`src/rtl/core/mrpt_pkg.sv`:
```
// constants, types and the base table for the miller-rabin prime test core
// no dependencies; imported by miller_rabin_prime_test_u64_top
`default_nettype none

package mrpt_pkg;

    localparam int NUMBER_WIDTH = 64;
    localparam int NUM_BASES    = 7;
    localparam int BASE_W       = 5;
    localparam int IDX_W        = $clog2(NUM_BASES);
    localparam int SEXP_W       = $clog2(NUMBER_WIDTH);

    typedef logic [NUMBER_WIDTH-1:0] t_num;
    typedef logic [BASE_W-1:0]       t_base;
    typedef logic [IDX_W-1:0]        t_idx;
    typedef logic [SEXP_W-1:0]       t_sexp;

    // witness bases in test order
    function automatic t_base base_at(input t_idx idx);
        t_base b;
        unique case (idx)
            3'd0:    b = 5'd2;
            3'd1:    b = 5'd7;
            3'd2:    b = 5'd3;
            3'd3:    b = 5'd5;
            3'd4:    b = 5'd11;
            3'd5:    b = 5'd13;
            3'd6:    b = 5'd17;
            default: b = 5'd2;
        endcase
        return b;
    endfunction

endpackage

`default_nettype wire

```
`src/rtl/core/miller_rabin_prime_test_u64_top.sv`:
```
// miller-rabin strong probable-prime test, bases 2 3 5 7 11 13 17, one number per command
// depends on mrpt_pkg
//
//   channel   dir  signals                    width  word
//   command   in   start, i_number (busy out) 64     candidate n
//   result    out  o_done, o_is_prime         1      pass of all seven bases
//
// n below 2 or even is settled in the decide state; other numbers go through the base tests.
// the run time is set by the single shift-add modular multiplier: one bit of the
// multiplier operand per cycle, about 2 * (64 - s) + s products per base, seven bases.
// busy is high from the cycle after start and drops in the cycle of o_done.
// reset is synchronous active low and clears the sequencer and the strobe.
// o_done is high for exactly one cycle; the receiver cannot stall.
`default_nettype none

module miller_rabin_prime_test_u64_top
    import mrpt_pkg::*;
(
    input  wire logic                    i_clk,
    input  wire logic                    i_rst_n,
    input  wire logic                    start,
    input  wire logic [NUMBER_WIDTH-1:0] i_number,
    output logic                         busy,
    output logic                         o_done,
    output logic                         o_is_prime
);

    typedef enum logic [3:0] {
        ST_IDLE,
        ST_DECIDE,
        ST_SPLIT,
        ST_BASE,
        ST_REDUCE,
        ST_EXP_BIT,
        ST_EXP_SQR,
        ST_CHK_ONE,
        ST_LOOP,
        ST_MUL
    } t_state;

    typedef enum logic {
        DST_ACC,
        DST_B
    } t_dst;

    t_state r_state;
    t_state r_ret;
    t_dst   r_dst;
    t_num   r_n;
    t_num   r_nm1;
    t_num   r_d;
    t_sexp  r_s;
    t_sexp  r_cnt;
    t_idx   r_idx;
    t_num   r_b;
    t_num   r_acc;
    t_num   r_e;
    t_num   r_mx;
    t_num   r_my;
    t_num   r_macc;
    logic   r_done;
    logic   r_prime;

    // shared modular step: accumulate and double, each with one conditional subtract of n
    logic [NUMBER_WIDTH:0] m_sum;
    logic [NUMBER_WIDTH:0] m_sum_sub;
    logic [NUMBER_WIDTH:0] m_dbl;
    logic [NUMBER_WIDTH:0] m_dbl_sub;
    t_num                  n_macc;
    t_num                  n_mx;

    always_comb begin
        m_sum     = {1'b0, r_macc} + {1'b0, r_mx};
        m_sum_sub = m_sum - {1'b0, r_n};
        m_dbl     = {r_mx, 1'b0};
        m_dbl_sub = m_dbl - {1'b0, r_n};
        n_macc    = m_sum_sub[NUMBER_WIDTH] ? m_sum[NUMBER_WIDTH-1:0]
                                            : m_sum_sub[NUMBER_WIDTH-1:0];
        n_mx      = m_dbl_sub[NUMBER_WIDTH] ? m_dbl[NUMBER_WIDTH-1:0]
                                            : m_dbl_sub[NUMBER_WIDTH-1:0];
    end

    always_ff @(posedge i_clk) begin
        r_done <= 1'b0;
        if (!i_rst_n) begin
            r_state <= ST_IDLE;
            r_done  <= 1'b0;
        end else begin
            unique case (r_state)
                ST_IDLE: begin
                    if (start) begin
                        r_n     <= i_number[NUMBER_WIDTH-1:0];
                        r_state <= ST_DECIDE;
                    end
                end
                ST_DECIDE: begin
                    priority if (r_n < t_num'(2)) begin
                        r_prime <= 1'b0;
                        r_done  <= 1'b1;
                        r_state <= ST_IDLE;
                    end else if (!r_n[0]) begin
                        r_prime <= (r_n == t_num'(2));
                        r_done  <= 1'b1;
                        r_state <= ST_IDLE;
                    end else begin
                        r_nm1   <= r_n - t_num'(1);
                        r_d     <= r_n - t_num'(1);
                        r_s     <= '0;
                        r_idx   <= '0;
                        r_state <= ST_SPLIT;
                    end
                end
                // strip trailing zeros of n-1 one bit a cycle
                ST_SPLIT: begin
                    if (!r_d[0]) begin
                        r_d <= r_d >> 1;
                        r_s <= r_s + t_sexp'(1);
                    end else begin
                        r_state <= ST_BASE;
                    end
                end
                ST_BASE: begin
                    if (r_n == t_num'(base_at(r_idx))) begin
                        if (r_idx == t_idx'(NUM_BASES - 1)) begin
                            r_prime <= 1'b1;
                            r_done  <= 1'b1;
                            r_state <= ST_IDLE;
                        end else begin
                            r_idx   <= r_idx + t_idx'(1);
                        end
                    end else begin
                        r_b     <= t_num'(base_at(r_idx));
                        r_state <= ST_REDUCE;
                    end
                end
                // base mod n by repeated subtraction, only a few steps for tiny n
                ST_REDUCE: begin
                    if (r_b >= r_n) begin
                        r_b <= r_b - r_n;
                    end else begin
                        r_acc   <= t_num'(1);
                        r_e     <= r_d;
                        r_state <= ST_EXP_BIT;
                    end
                end
                ST_EXP_BIT: begin
                    priority if (r_e == '0) begin
                        r_state <= ST_CHK_ONE;
                    end else if (r_e[0]) begin
                        r_mx    <= r_acc;
                        r_my    <= r_b;
                        r_macc  <= '0;
                        r_dst   <= DST_ACC;
                        r_ret   <= ST_EXP_SQR;
                        r_state <= ST_MUL;
                    end else begin
                        r_state <= ST_EXP_SQR;
                    end
                end
                // last squaring of the base is skipped, it no longer feeds the result
                ST_EXP_SQR: begin
                    r_e <= r_e >> 1;
                    if ((r_e >> 1) != '0) begin
                        r_mx    <= r_b;
                        r_my    <= r_b;
                        r_macc  <= '0;
                        r_dst   <= DST_B;
                        r_ret   <= ST_EXP_BIT;
                        r_state <= ST_MUL;
                    end else begin
                        r_state <= ST_EXP_BIT;
                    end
                end
                ST_CHK_ONE: begin
                    if (r_acc == t_num'(1)) begin
                        if (r_idx == t_idx'(NUM_BASES - 1)) begin
                            r_prime <= 1'b1;
                            r_done  <= 1'b1;
                            r_state <= ST_IDLE;
                        end else begin
                            r_idx   <= r_idx + t_idx'(1);
                            r_state <= ST_BASE;
                        end
                    end else begin
                        r_cnt   <= r_s;
                        r_state <= ST_LOOP;
                    end
                end
                ST_LOOP: begin
                    priority if (r_cnt == '0) begin
                        r_prime <= 1'b0;
                        r_done  <= 1'b1;
                        r_state <= ST_IDLE;
                    end else if (r_acc == r_nm1) begin
                        if (r_idx == t_idx'(NUM_BASES - 1)) begin
                            r_prime <= 1'b1;
                            r_done  <= 1'b1;
                            r_state <= ST_IDLE;
                        end else begin
                            r_idx   <= r_idx + t_idx'(1);
                            r_state <= ST_BASE;
                        end
                    end else begin
                        r_cnt   <= r_cnt - t_sexp'(1);
                        r_mx    <= r_acc;
                        r_my    <= r_acc;
                        r_macc  <= '0;
                        r_dst   <= DST_ACC;
                        r_ret   <= ST_LOOP;
                        r_state <= ST_MUL;
                    end
                end
                // one multiplier bit per cycle, ends once the remaining bits are zero
                ST_MUL: begin
                    if (r_my == '0) begin
                        unique case (r_dst)
                            DST_ACC: r_acc <= r_macc;
                            DST_B:   r_b   <= r_macc;
                            default: r_acc <= r_macc;
                        endcase
                        r_state <= r_ret;
                    end else begin
                        if (r_my[0]) begin
                            r_macc <= n_macc;
                        end
                        r_mx <= n_mx;
                        r_my <= r_my >> 1;
                    end
                end
                default: begin
                    r_state <= ST_IDLE;
                end
            endcase
        end
    end

    assign busy       = (r_state != ST_IDLE);
    assign o_done     = r_done;
    assign o_is_prime = r_prime;

endmodule

`default_nettype wire

```
`config.mk`:
```
export PLATFORM = sky130hd
export DESIGN_NAME = miller_rabin_prime_test_u64_top
export DESIGN_NICKNAME = d
export VERILOG_FILES = /design/src/rtl/core/mrpt_pkg.sv /design/src/rtl/core/miller_rabin_prime_test_u64_top.sv
export SDC_FILE = /design/constraint.sdc
export NUM_CORES = 2
export LEC_CHECK = 0
export ABC_AREA = 1
export BUFFER_PORTS_ARGS = -buffer_cell sky130_fd_sc_hd__buf_2
export CAP_MARGIN = 20
export CORE_ASPECT_RATIO = 2
export CORE_MARGIN = 2
export CORE_UTILIZATION = 40
export CTS_CLUSTER_DIAMETER = 150
export DETAILED_ROUTE_END_ITERATION = 10
export GPL_TIMING_DRIVEN = 0
export PLACE_DENSITY = 0.52
export SLEW_MARGIN = 20
export SYNTH_ARGS = -nofsm -noshare
export SYNTH_HDL_FRONTEND = slang
export SYNTH_SLANG_ARGS = --single-unit
```
`constraint.sdc`:
```
create_clock -name i_clk -period 18.55 [get_ports i_clk]
set_input_delay 3.71 -clock i_clk [delete_from_list [all_inputs] [get_ports i_clk]]
set_output_delay 3.71 -clock i_clk [all_outputs]
set_load 0.01 [all_outputs]
```
# After elaboration in Yosys (flattened, before gate mapping)
# Index checks and enable logic that the tools add are counted.
[op_classes]
add_sub_neg = 8
n_reduce_logical = 28
muxes = 99
order_cmp = 2
n_eq_ne = 44
bitwise = 1
[ops]
columns = ["op", "count"]
rows = [
  ["64-bit two-way mux", 29],
  ["64-bit one-hot mux with 4 select lines", 3],
  ["64-bit one-hot mux with 2 select lines", 3],
  ["64-bit one-hot mux with 3 select lines", 1],
  ["65-bit by 64-bit subtractor with 65-bit output", 2],
  ["64-bit zero test", 2],
  ["4-bit two-way mux", 17],
  ["64-bit by 64-bit adder with 65-bit output", 1],
  ["64-bit by 1-bit == test with 1-bit output (second input constant)", 1],
  ["64-bit by 2-bit == test with 1-bit output (second input constant)", 1],
  ["64-bit by 5-bit == test with 1-bit output", 1],
  ["64-bit == test", 1],
  ["64-bit greater-or-equal comparator", 1],
  ["64-bit by 2-bit less-than comparator with 1-bit output (second input constant)", 1],
  ["64-bit nonzero test", 1],
  ["64-bit by 1-bit subtractor with 64-bit output (second input constant)", 1],
  ["64-bit subtractor", 1],
  ["2-bit != test (second input constant)", 22],
  ["4-bit one-hot mux with 10 select lines", 1],
  ["6-bit two-way mux", 6],
  ["5-bit one-hot mux with 6 select lines", 1],
  ["6-bit one-hot mux with 2 select lines", 2],
  ["3-bit two-way mux", 7],
  ["5-bit AND reduction", 4],
  ["30 further kinds", 72],
]
[totals]
output_inout_bits = 3
ff_bits = 602
word_cells = 200

# Depth between registers and ports, before layout
[depth]
ltp_word = 7
ltp_mapped = 34

# Worst setup path after synthesis
# OpenSTA, ideal clock, no wires.
[synth_timing]
kind = "in2reg"
from = "input i_rst_n"
to = "register r_mx[0], enable pin"
t_arrival_ns = 13.688
n_path_buf = 1
cell_stages = 5
setup_ns = 0.805
setup_slack_ns = 4.058
path_cell_list = "clkbuf_1 inv_1 nor2_1 nand2_1 a211oi_1"
[synth_via]
elab_chain_cells = 1
[synth_lines]
columns = ["item", "line", "rtl"]
rows = [
  ["from (decl)", "miller_rabin_prime_test_u64_top.sv:20", "input wire logic i_rst_n,"],
  ["8-bit AND reduction (no line)", "-", ""],
  ["to (signal assigned)", "miller_rabin_prime_test_u64_top.sv:150", "r_mx <= r_acc;"],
  ["to (signal assigned)", "miller_rabin_prime_test_u64_top.sv:164", "r_mx <= r_b;"],
  ["to (signal assigned)", "miller_rabin_prime_test_u64_top.sv:205", "r_mx <= r_acc;"],
  ["to (decl)", "miller_rabin_prime_test_u64_top.sv:58", "t_num r_mx;"],
]
# No other way between the ends.
# A chain may end at the register's enable or synchronous reset.

# Worst setup path after layout
[layout_timing]
from = "register r_mx[2]"
to = "register r_macc[40], data pin"
[layout_via]
elab_chain_cells = 6
[layout_lines]
columns = ["item", "line", "rtl"]
rows = [
  ["64-bit by 64-bit adder with 65-bit output *", "miller_rabin_prime_test_u64_top.sv:73", "m_sum = {1'b0, r_macc} + {1'b0, r_mx};"],
  ["65-bit by 64-bit subtractor with 65-bit output", "miller_rabin_prime_test_u64_top.sv:74", "m_sum_sub = m_sum - {1'b0, r_n};"],
  ["64-bit two-way mux *", "miller_rabin_prime_test_u64_top.sv:77", "n_macc = m_sum_sub[NUMBER_WIDTH] ? m_sum[NUMBER_WIDTH-1:0]"],
  ["64-bit two-way mux *", "miller_rabin_prime_test_u64_top.sv:223", "if (r_my[0]) begin"],
  ["64-bit two-way mux *", "miller_rabin_prime_test_u64_top.sv:215", "if (r_my == '0) begin"],
  ["64-bit one-hot mux with 4 select lines *", "miller_rabin_prime_test_u64_top.sv:89", "unique case (r_state)"],
  ["to (signal assigned)", "miller_rabin_prime_test_u64_top.sv:224", "r_macc <= n_macc;"],
  ["to (decl)", "miller_rabin_prime_test_u64_top.sv:60", "t_num r_macc;"],
]
# Every way passes the cells marked *; elsewhere a longest branch is shown, timed or not. The select of a mux whose other input is x is not followed.

==> flow_summary.yaml <==
yosys:
  ys_top_cells_by_area: "edfxtp_1, nand2_1, inv_1"
  synth_edf_count: 596
  synth_top_area_share_pct: 35.6
  ys_seq_elements: 601
  synthCells: 7294
  ys_seq_area_share_pct: 35.8
  yosysWarnings: 0
  synth_area_per_cell_sq_um: 6.89
  syn_nets: 7628
  yosysUniqueCellTypes: 57
  async_flop_share_pct: 0
  yosys.area.top_type: "edfxtp_1"
  syn-cell-area_sq_um: 50200
  ys.flop_type: "edfxtp_1"
critical_path:
  cp_cell_sequence: "ha_1 -> a21oi_1 -> nand2_1 -> nand2_1 -> nand3_1 -> nand2_1 -> nand2_1 -> nand2_1 -> nand2_1 -> xor2_1 -> ha_1 -> a21oi_1 -> o21ai_0 -> inv_1 -> nand2_1 -> a21oi_1 -> nand2_2 -> a21oi_1 -> nand2_1 -> nand2_2 -> buf_2 -> nor2_1 -> nor2_1"
  cp_data_arrival_time_ns: 7.16
  cpPeakStageDelay_ns: 0.78
  cpMaxStageDelayCell: "nor2_1"
  path_class: "flop to flop"
  critPathRequiredTime_ns: 18.94
  startpoint_type: "flop"
  end_kind: "flop"
  crit_start: "r_mx[2]"
  crit_top_cell: "nand2_1"
  rr_startpoint: "r_mx[2]"
  cp_max_fo: 10
floorplanning:
  initial_core_util_pct: 40.3
  die_x_microns: 255
  dieArea_sq_um: 129000
  core_area_sq_um: 125000
  die_h_microns: 505
  rows: 183
  num_io_pins: 70
detailed_routing:
  drc: 0
  wl_microns: 292000
  first_iter_violations: 4719
  dr_wl_met3_microns: 18800
  wl_met2_microns: 139000
  drt_first_pass_iters: 8
  viasPerCell: 5.68
  ant_nets: 0
  wl_met1_microns: 84700
  route.vias.total: 52249
  wl_per_cell_microns: 31.7
  topRoutingLayerUsed: "met5"
power_and_ir_drop:
  internal_power_mw: 3.77
  leakagePower_nw: 25.5
  p_comb_share_pct: 57.7
  switching_share_pct: 52.9
  clock_power_share_pct: 17.2
  ir_drop_uv: 148
  switching_power_mw: 4.23
  sequentialPowerShare_pct: 25.1
  power.density_nw_per_um2: 144
place:
  placed_area_sq_um: 53300
  portBuffers: 68
  dp_hpwl_microns: 247000
  gp_congestion: 1.12
  place_inst: 9068
grt:
  grt_usage_pct: 44.8
  antenna_found_initial: 24
  grt_max_degree: 52
  grt_overflow: 0
  grt_pass1_vias: 52274
  grt_pass1_wl_microns: 394000
sta:
  worst_slew_pin_slew_ns: 1.33
  period_needed_ns: 6.77
  setup_violations: 0
  setup_tns_ns: 0
  final-max-slew-violation-count: 0
  rsz0062_at_grt: "no"
  hold_viol: 0
  fmax_mhz: 148
  min_period_over_period_pct: 36.5
  finClkSkew_ns: 0.0744
  slew_headroom_pct: 11.0
outcome:
  status: "finished clean"
cts:
  cts_tree: "built"
  h-tree-depth: 2
  clkTransAtPathRegs_ns: 0.07
  postCtsHoldBufs: 0
  insertion_delay_ns: 0.74
  cts_setup_buffers: 0
  root_buffer: "clkbuf_16"
  cts_buffers: 60
  clockBufferDepth: 3
  cts_sinks: 601
  post_cts_resized: 0
finish:
  fin_nets: 7800
  drive_above_1_share_pct: 5.53
  fin_cells: 9198
  syn_to_final_growth_pct: 10.4
  final_area_sq_um: 55500
run:
  drv_cap: 0
min_path:
  hp-class: "flop to flop"
  min_from: "r_d[51]"
-- synthesized netlist by cell type (3+ instances only) --
cell type,count
nand2_1,2128
fa_1,4
buf_4,3
xnor2_1,107
nor2_2,39
a21boi_0,14
a211oi_1,3
and3_1,8
nand3_1,412
dfxtp_1,5
nor3_1,79
nor3_2,4
inv_2,35
o22ai_1,78
a21o_1,14
clkbuf_1,66
o21ai_1,5
a21oi_2,8
a21oi_1,385
inv_1,1258
xor2_1,118
nand3b_1,28
nor4_1,22
nand3_2,6
nor2_4,10
buf_6,4
buf_1,27
o21bai_1,45
ha_1,263
edfxtp_1,596
and2_1,6
a31oi_1,3
nand4_1,112
or2_2,9
o221ai_1,63
buf_2,25
o21a_1,8
nor2_1,898
nand2_2,26
o21ai_0,303
a22o_1,45
-- sequential cells by signal, summed over array words and instances (netlist names) --
| signal | cells |
|---|---|
| r_macc | 64 |
| r_b | 64 |
| r_n | 64 |
| r_state | 4 |
| r_nm1 | 64 |
| r_cnt | 6 |
| r_my | 64 |
| r_d | 64 |
| o_done | 1 |
| o_is_prime | 1 |
| r_s | 6 |
| r_idx | 3 |
| r_acc | 64 |
| r_mx | 64 |
| r_ret | 4 |
| r_e | 64 |
-- per-layer routing --
metal / GRT usage (%) / vias to the layer above
met2: 75.8 / 2538
met5: 0 / -
met3: 10.2 / 1356
met4: 60.8 / 14
met1: 37.5 / 24354
li1: - / 23987
-- worst paths after layout --
check / slack [ns] / depth (start not counted) / end
worst max-delay path: 11.78 / 23 / r_macc[40]
worst min-delay path: 0.55 / 2 / r_e[51]
worst max register to register: 11.78 / 23 / r_macc[40]
worst min register to register: 0.55 / 2 / r_e[51]
-- cell type report --
cell class / instances / area, sq um
Antenna cell: 17 / 42.5
Buffer: 128 / 607
Clock buffer: 64 / 1520
Clock inverter: 48 / 593
Fill cell: 13439 / 69100
Inverter: 1295 / 4860
Multi-Input combinational cell: 5270 / 26900
Sequential cell: 601 / 18000
Tap cell: 1665 / 2080
Timing Repair Buffer: 110 / 883
-- worst max-delay path: cells and delay by family (launching register included) --
family          cells  cell delay, ns
compound gates      5            1.63
fa+ha+maj           2            0.85
buf+inv             2            0.33
simple gates       13            2.61
xor+xnor            1            0.46
flops               1            0.58
-- stage by stage --
| stage | power [mW] | hold WS, ns | util (%) | setup slack (ns) |
|---|---|---|---|---|
| after floorplan | 4.63 | 0.513 | - | 4.06 |
| after global placement | 6.46 | 0.532 | 42.3 | -3.51 |
| after detailed placement | 6.47 | 0.531 | 42.8 | 11.50 |
| after CTS | 7.84 | 0.553 | 44.5 | 12.16 |
| after global routing | 8.30 | 0.578 | 44.5 | 11.72 |
| final | 8.00 | 0.551 | 44.5 | 11.78 |
-- kinds of logic after synthesis --
group                    after synthesis  share of synthesized area (%)
buffers and inverters               1423                           10.9
XOR/XNOR                             226                           3.96
flip-flops                           601                           35.8
AND/OR/NAND/NOR                     3795                           31.3
AO/OA/AOI/OAI                        982                           11.3
adder cells (fa/ha/maj)              267                           6.71
-- placed cells by master, fill, tap and decap left out, drive strengths merged, types with 24 or more instances in the layout --
| master | instances |
|---|---|
| o22ai | 78 |
| nor2 | 947 |
| a22o | 45 |
| clkbuf | 130 |
| inv | 1299 |
| nand2 | 2156 |
| buf | 172 |
| edfxtp | 596 |
| nand3b | 28 |
| a21oi | 393 |
| nand4 | 114 |
| nor4 | 24 |
| xor2 | 119 |
| o221ai | 63 |
| nor3 | 83 |
| o21bai | 45 |
| nand3 | 418 |
| xnor2 | 107 |
| ha | 263 |
| o21ai | 308 |
-- power groups by stage --
stage | registers, mW | logic, mW | clock network [mW]
floorplan | 1.94 | 2.69 | 0
global placement | 2.08 | 4.38 | 0
detailed placement | 2.02 | 4.44 | 0
CTS | 2.00 | 4.47 | 1.38
global route | 2.01 | 4.87 | 1.42
finish | 2.01 | 4.62 | 1.38
Power figures use the tool's default switching activity.
